$ cat src/sv/ordered_key_list_top_assert.svh
// ----------------------------------------------------------------------------
// ordered_key_list_top_assert.svh
// assertion macros used by the ordered key list top module
// ----------------------------------------------------------------------------
`ifndef ORDERED_KEY_LIST_TOP_ASSERT_SVH
`define ORDERED_KEY_LIST_TOP_ASSERT_SVH

// property that must hold at every clock edge outside reset
`define OKL_ASSERT(lbl, prop, msg) \
  lbl: assert property (@(posedge clk_i) disable iff (!rst_ni) (prop)) \
    else $error(msg);

// consequence checked in the cycle after the trigger
`define OKL_ASSERT_NEXT(lbl, ante, cons, msg) \
  lbl: assert property (@(posedge clk_i) disable iff (!rst_ni) (ante) |=> (cons)) \
    else $error(msg);

`endif

$ cat src/sv/okl_pkg.sv
// ----------------------------------------------------------------------------
// okl_pkg
// types and constants of the ordered key list
// ----------------------------------------------------------------------------
package okl_pkg;

  localparam int unsigned KeyW   = 32;
  localparam int unsigned PosW   = 4;
  localparam int unsigned CountW = 5;

  // request kinds carried on tuser
  typedef enum logic [1:0] {
    REQ_INSERT = 2'd0,
    REQ_REMOVE = 2'd1,
    REQ_SEARCH = 2'd2,
    REQ_CLEAR  = 2'd3
  } req_e;

  // sequencer states
  typedef enum logic {
    S_IDLE = 1'b0,
    S_EXEC = 1'b1
  } state_e;

  // broadcast from the sequencer to every cell
  typedef struct packed {
    logic            ins_en;
    logic            rem_en;
    logic [KeyW-1:0] key;
  } cell_ctrl_t;

endpackage

$ cat src/sv/ordered_key_list_top.sv
// ----------------------------------------------------------------------------
// ordered_key_list_top
// bounded ordered list of 32-bit keys built as a row of slot cells
// ----------------------------------------------------------------------------
// Requests arrive on the slave stream: tuser carries the kind (insert,
// remove, search, clear), tdata carries the key. Each request yields one
// result beat on the master stream with ok, position and count.
// A beat is taken in the idle state; the execute state compares the key in
// all cells at once, resolves the first match through the hit chain and
// updates the cells, writing the result register. The sequencer returns to
// idle as the result is registered, so the next request can be taken while
// the result is shown, but not before the previous one has left execute.
// A stalled receiver holds the result register; a request that finishes
// while the previous result still waits stays in its execute cycle until
// the register frees up.
// Reset empties the list (fill count zero), returns the sequencer to idle
// and clears the result valid flag; slot contents are not cleared, a slot
// at or above the fill count never matches.
// ----------------------------------------------------------------------------
module ordered_key_list_top #(
  parameter int unsigned CAPACITY = 16
) (
  input  logic        clk_i,
  input  logic        rst_ni,
  // request stream
  input  logic        s_axis_tvalid,
  output logic        s_axis_tready,
  input  logic [31:0] s_axis_tdata,   // [31:0] key
  input  logic [1:0]  s_axis_tuser,   // [1:0] req_type
  // result stream
  output logic        m_axis_tvalid,
  input  logic        m_axis_tready,
  output logic [15:0] m_axis_tdata    // [0] ok, [4:1] position, [9:5] count
);

  `include "ordered_key_list_top_assert.svh"

  localparam int unsigned CW = $clog2(CAPACITY + 1);

  okl_pkg::state_e state_q, state_d;
  okl_pkg::req_e   req_q;
  logic [okl_pkg::KeyW-1:0] key_q;
  logic [CW-1:0]   cnt_q, cnt_d;

  logic            out_valid_q;
  logic [9:0]      out_data_q, out_data_d;

  logic            in_fire, exec_fire, out_free;
  okl_pkg::cell_ctrl_t ctrl;

  logic [CAPACITY-1:0] valid, ins_here, hit, first;
  logic [CAPACITY:0]   hit_chain;
  logic [okl_pkg::KeyW-1:0] cell_key [CAPACITY];
  logic [okl_pkg::KeyW-1:0] nbr_key  [CAPACITY];

  logic                    ok;
  logic [okl_pkg::PosW-1:0] pos;
  logic                    full;

  // handshakes
  assign s_axis_tready = (state_q == okl_pkg::S_IDLE);
  assign in_fire       = s_axis_tvalid && s_axis_tready;
  assign out_free      = !out_valid_q || m_axis_tready;
  assign exec_fire     = (state_q == okl_pkg::S_EXEC) && out_free;

  // request register
  always_ff @(posedge clk_i) begin
    if (in_fire) begin
      req_q <= okl_pkg::req_e'(s_axis_tuser);
      key_q <= s_axis_tdata;
    end
  end

  // row of cells
  assign hit_chain[0] = 1'b0;
  assign full         = (cnt_q == CW'(CAPACITY));

  for (genvar i = 0; i < CAPACITY; i++) begin : g_cell
    assign valid[i]    = (CW'(i) < cnt_q);
    assign ins_here[i] = (CW'(i) == cnt_q);
    if (i == CAPACITY - 1) begin : g_last
      assign nbr_key[i] = key_q;
    end else begin : g_mid
      assign nbr_key[i] = cell_key[i+1];
    end

    okl_cell u_cell (
      .clk_i      (clk_i),
      .ctrl_i     (ctrl),
      .valid_i    (valid[i]),
      .ins_here_i (ins_here[i]),
      .nbr_key_i  (nbr_key[i]),
      .hit_prev_i (hit_chain[i]),
      .hit_o      (hit[i]),
      .first_o    (first[i]),
      .key_o      (cell_key[i])
    );
    assign hit_chain[i+1] = hit[i];
  end

  // position of the first match, one-hot select
  always_comb begin
    pos = '0;
    for (int i = 0; i < CAPACITY; i++) begin
      if (first[i]) begin
        pos = pos | okl_pkg::PosW'(i);
      end
    end
  end

  // sequencer: next state, cell controls and result
  always_comb begin
    state_d    = state_q;
    cnt_d      = cnt_q;
    ok         = 1'b0;
    ctrl.key   = key_q;
    ctrl.ins_en = 1'b0;
    ctrl.rem_en = 1'b0;
    out_data_d = out_data_q;
    unique case (state_q)
      okl_pkg::S_IDLE: begin
        if (in_fire) begin
          state_d = okl_pkg::S_EXEC;
        end
      end
      okl_pkg::S_EXEC: begin
        if (exec_fire) begin
          state_d = okl_pkg::S_IDLE;
          unique case (req_q)
            okl_pkg::REQ_INSERT: begin
              ok          = !full;
              ctrl.ins_en = !full;
              if (!full) begin
                cnt_d = cnt_q + CW'(1);
              end
            end
            okl_pkg::REQ_REMOVE: begin
              ok          = hit_chain[CAPACITY];
              ctrl.rem_en = hit_chain[CAPACITY];
              if (hit_chain[CAPACITY]) begin
                cnt_d = cnt_q - CW'(1);
              end
            end
            okl_pkg::REQ_SEARCH: begin
              ok = hit_chain[CAPACITY];
            end
            okl_pkg::REQ_CLEAR: begin
              ok    = 1'b1;
              cnt_d = '0;
            end
            default: begin
              ok = 1'b0;
            end
          endcase
          out_data_d = {okl_pkg::CountW'(cnt_d),
                        (req_q == okl_pkg::REQ_SEARCH) ? pos : okl_pkg::PosW'(0),
                        ok};
        end
      end
      default: begin
        state_d = okl_pkg::S_IDLE;
      end
    endcase
  end

  // control registers
  always_ff @(posedge clk_i or negedge rst_ni) begin
    if (!rst_ni) begin
      state_q     <= okl_pkg::S_IDLE;
      cnt_q       <= '0;
      out_valid_q <= 1'b0;
    end else begin
      state_q <= state_d;
      cnt_q   <= cnt_d;
      if (exec_fire) begin
        out_valid_q <= 1'b1;
      end else if (m_axis_tready) begin
        out_valid_q <= 1'b0;
      end
    end
  end

  // result register
  always_ff @(posedge clk_i) begin
    out_data_q <= out_data_d;
  end

  assign m_axis_tvalid = out_valid_q;
  assign m_axis_tdata  = {6'd0, out_data_q};

  // checks
  `OKL_ASSERT(a_cnt_bound, cnt_q <= CW'(CAPACITY), "fill count above capacity")
  `OKL_ASSERT(a_first_unique, $onehot0(first), "more than one first match")
  `OKL_ASSERT_NEXT(a_ins_count,
    exec_fire && req_q == okl_pkg::REQ_INSERT && !full,
    cnt_q == $past(cnt_q) + CW'(1), "insert did not grow the list")
  `OKL_ASSERT_NEXT(a_exec_result, exec_fire, m_axis_tvalid,
    "finished request left no result")

endmodule

$ cat src/sv/okl_cell.sv
// ----------------------------------------------------------------------------
// okl_cell
// one list slot: holds a key, compares it and shifts toward the head
// ----------------------------------------------------------------------------
module okl_cell (
  input  logic                         clk_i,
  input  okl_pkg::cell_ctrl_t          ctrl_i,
  input  logic                         valid_i,     // slot below the fill count
  input  logic                         ins_here_i,  // slot equal to the fill count
  input  logic [okl_pkg::KeyW-1:0]     nbr_key_i,   // key of the next slot
  input  logic                         hit_prev_i,  // match in an earlier slot
  output logic                         hit_o,
  output logic                         first_o,
  output logic [okl_pkg::KeyW-1:0]     key_o
);

  logic [okl_pkg::KeyW-1:0] key_q, key_d;
  logic                     match;

  // compare and pass the hit along the chain
  assign match   = valid_i && (key_q == ctrl_i.key);
  assign hit_o   = hit_prev_i | match;
  assign first_o = match & ~hit_prev_i;
  assign key_o   = key_q;

  // append at the tail, or close the gap left by a removal
  always_comb begin
    key_d = key_q;
    if (ctrl_i.ins_en && ins_here_i) begin
      key_d = ctrl_i.key;
    end else if (ctrl_i.rem_en && hit_o) begin
      key_d = nbr_key_i;
    end
  end

  always_ff @(posedge clk_i) begin
    key_q <= key_d;
  end

endmodule
$ cat config.mk
export PLATFORM = sky130hd
export DESIGN_NAME = ordered_key_list_top
export DESIGN_NICKNAME = d
export VERILOG_FILES = /design/src/sv/okl_pkg.sv /design/src/sv/ordered_key_list_top.sv /design/src/sv/okl_cell.sv
export VERILOG_INCLUDE_DIRS = /design/src /design/src/sv
export SDC_FILE = /design/constraint.sdc
export NUM_CORES = 1
export LEC_CHECK = 0
export BUFFER_PORTS_ARGS = -buffer_cell sky130_fd_sc_hd__clkbuf_2
export CAP_MARGIN = 0
export CORE_MARGIN = 2
export CORE_UTILIZATION = 50
export DETAILED_ROUTE_END_ITERATION = 8
export GPL_TIMING_DRIVEN = 0
export PLACE_DENSITY = 0.73
export SYNTH_ARGS = -nofsm -noshare
export SYNTH_HDL_FRONTEND = slang
export SYNTH_SLANG_ARGS = --single-unit
$ cat constraint.sdc
create_clock -name clk_i -period 6.2 [get_ports clk_i]
set_input_delay 0.31 -clock clk_i [delete_from_list [all_inputs] [get_ports clk_i]]
set_output_delay 0.31 -clock clk_i [all_outputs]
set_load 0.01 [all_outputs]
==> summary.md <==
Setup path
* 6.52 ns — required time reported for the critical path endpoint
* 13 — path depth of the worst reg2reg path
* 0.81 ns — delay of the slowest cell on the worst path
* 13 — number of gates on the worst path with buffers counted
* clkbuf_1, inv_1, ha_1, o21ai_0, nand4_1, nor3_1, nor4bb_1, buf_6, a41oi_4, nand2_2, buf_6, o21bai_2, buf_8 — list of cells traversed by the critical path
* 5 — CP Buf/Inv Count
* 18 — top fanout value on the critical path
* nor3_1 — library cell contributing the largest single delay on the critical path
* buffers and inverters — cell type group with the largest total delay on the critical path
* buf_6 — library cell appearing most often on the critical path
* flip-flop — kind of end point of the critical path
* flip-flop — startpoint kind of the worst setup timing path
* reg2reg — type of the setup path with the least slack
* 6.01 ns — worst path arrival time

Die
* 92 — number of rows created at floorplan
* 65200 um^2 — die outline area
* 62700 um^2 — placeable core area
* 255 um — Die H
* 0.504 — effective utilization at floorplan
* 56 — number of ports placed on the die boundary
* 255 um — width of the chip

Logic synthesis
* 563 — post-synthesis sequential element count
* edfxtp_1 — cell accounting for the most synthesized area
* 556 — number of flops mapped to enable cells by yosys
* multiplexers — largest family of logic cells by synthesized area
* 2348 — number of instances in the synthesized netlist
* 76 — Netlist cell types
* edfxtp_1, mux2_2, xor2_1, xnor2_1, nor4_1 — top area cells in the synthesized netlist
* 0.168 — multiplexer area fraction after synthesis
* 0.0911 — basic-gate share of the synthesized area counting and, or, nand and nor cells
* 0.0195 — compound-cell area share of the yosys netlist
* 0.528 — proportion of netlist area held by the largest area contributor
* 0.142 — post-synthesis share of cell area spent on xor and xnor gates
* 13.5 um^2 — Syn Area/Cell
* 31600 um^2 — area of the mapped netlist
* edfxtp_1 — commonest register cell after synthesis
* 0.00396 — arithmetic-cell share of the synthesized area counting full adders, half adders and majority gates
* 0 — Yosys warning count
* 0.0124 — fraction of registers with async set/reset
* 0.534 — part of the Yosys area used for sequential elements

Place
* 0.720 ns — dpl ws
* 49 — quantity of I/O buffers inserted on ports
* 1.00 — Placer Congestion
* 98900 um — hpwl dp

GRT
* 17 — number of antenna violations at the first check in global routing
* 0.430 — aggregate global-route resource usage
* 188000 um — wire length of the first global-routing pass
* 33 — maximum number of pins on one net before global-route repair
* 22082 — vias in the first global route
* 0 — global route overflow

CTS
* clkbuf_16 — clk root buf
* 0.07 ns — clock edge transition at the registers on the reported setup and hold paths
* 66 — total CTS buffers
* built — clock tree from TritonCTS
* 0.64 ns — Clk Latency, worst-skew pair
* 563 — TritonCTS Sinks
* 3 — level count of the clock H-tree
* 3 — worst-case clock buffer depth

Outcome
* max-capacitance violations, max-slew violations — violations in the final reports
* finished, violations left — result of the run

Pwr
* 0.235 mV — maximum ir drop on the vdd rail
* 6.81 mW — internal portion of total power
* 0.406 — clock share of power
* 2.86 mW — switching power
* 0.440 — Reg power frac
* 0.295 — Sw Share
* 0.154 — combinational group share of total power
* 9.67 mW — total power of the final layout
* 11.9 nW — reported leakage power
* 270 nW/um^2 — power density of the placed cells

Cells and area
* 13.4% — P&R area growth vs syn
* edfxtp_1, mux2_2, xor2_1, xnor2_1, nor4_1 — commonest non-fill, non-tap cells in the layout
* 0.307 — share of post-route cells with drive strength above 1
* 2567 — Final nets
* 5084 — Fillers
* 0.571 — fraction of the core area covered by cells at the end of the flow
* edfxtp_1 — most common cell after layout, fill and taps aside

STA
* 176 MHz — maximum achievable frequency
* false — setup repair after global routing missed its margin
* 0 — number of hold violations in the final report
* 56 — final max-slew violation count
* 5.69 ns — final critical path time including I/O delays and setup
* 0 — final-report setup violation count
* 0.0345 ns — worst clock skew
* 1.64 ns — Worst-Margin Slew
* -0.0929 — Worst slew margin
* 0.917 — final worst-path cycle share
* 0.513 ns — final critical-path setup slack

Route
* 41.7 um — average wire per cell in the routed design
* 0 — Post-route DRC
* 4038 — DRC violation total after the first TritonRoute iteration
* 6.75 — detailed-route vias per instance
* 6 — number of detailed-routing iterations run before antenna repair
* 0 — DRT antenna net count
* 143000 um — total detailed-routing wirelength
* 23161 — via total after detailed routing

Run
* 5 — number of max-cap violations

Min path
* in2async — hold crit path type

## cell families (layout without fill, tap and decap cells)
kind of cell    Yosys count  count (layout)
xor+xnor                511             511
fa+ha+maj                10              10
other cells               1              22
flops                   563             563
mux                     471             471
simple gates            492             492
compound gates           87              87
buf+inv                 213             428
## cell type report
cell class / instances / area [um^2] / area share
Sequential cell: 563 / 16900 / 0.471
Multi-Input combinational cell: 1577 / 13600 / 0.378
Clock buffer: 78 / 1720 / 0.0479
Buffer: 196 / 1270 / 0.0354
Tap cell: 846 / 1060 / 0.0295
Timing Repair Buffer: 98 / 888 / 0.0248
Clock inverter: 39 / 377 / 0.0105
Inverter: 17 / 63.8 / 0.00178
Antenna cell: 16 / 40.0 / 0.00112
## state kept, by name, indices dropped and copies added (netlist names)
register             flops
req_q                    2
state_q                  1
cnt_q                    5
key_q                   32
g_cell.u_cell.key_o    512
out_data_q              10
m_axis_tvalid            1
## stage by stage
stage / TNS (ns) / instance area (um^2) / std cells / hold WS, ns
after detailed placement: 0 / 33300 / 3260 / 0.183
after CTS: 0 / 35800 / 3413 / 0.0692
after floorplan: 0 / 31600 / 2353 / 0.0144
final: 0 / 35800 / 3430 / 0.0724
after global routing: 0 / 35800 / 3419 / 0.0819
after global placement: -179.07 / 32900 / 3248 / 0.176
## power by group through the flow
stage | Combinational, mW | Sequential (mW) | Clock [mW]
6_report | 1.49 | 4.25 | 3.93
3_3_place_gp | 1.37 | 4.33 | 0
4_1_cts | 1.40 | 4.25 | 3.89
5_1_grt | 1.49 | 4.26 | 4.03
2_1_floorplan | 0.702 | 4.31 | 0
3_5_place_dp | 1.38 | 4.33 | 0
## final timing paths
check,slack (ns),from,end
max,0.51,cnt_q[1]$_DFFE_PN0P_,g_cell[9].u_cell.key_o[6]$_DFFE_PP_
min,0.07,rst_ni,cnt_q[0]$_DFFE_PN0P_
max reg2reg,0.51,cnt_q[1]$_DFFE_PN0P_,g_cell[9].u_cell.key_o[6]$_DFFE_PP_
min reg2reg,0.45,key_q[31]$_DFFE_PP_,g_cell[15].u_cell.key_o[31]$_DFFE_PP_
max in group asynchronous,5.90,rst_ni,cnt_q[3]$_DFFE_PN0P_
min in group clk_i,0.08,s_axis_tvalid,req_q[1]$_DFFE_PP_
## per-layer routing
layer / global-route usage / wire length, um
met5: 0 / 83
met4: 0.237 / 9120
met2: 0.607 / 59200
met3: 0.158 / 19700
met1: 0.571 / 55000
## synthesized netlist by cell type, drive strengths merged, types with 6 or more instances
master,count
nand4,84
or4,8
nor3,40
o21ai,28
nor4b,10
mux2,470
and2,6
nand4b,6
clkbuf,82
dfrtp,7
xor2,290
and4,7
edfxtp,556
ha,10
nand3,29
buf,114
a21oi,11
nor2b,8
and3,6
nand2,91
inv,16
or3,9
nor4,141
nor2,30
a211oi,9
xnor2,221
## timing repair
action | 4_1_cts | 5_1_grt
gates resized for setup | 0 | 0
endpoints found under the hold margin | 43 | 0
endpoints found under the setup margin | 0 | 0
buffers inserted | 0 | 0
hold buffers | 36 | 0
No activity file was read; power rests on OpenSTA's default activity.
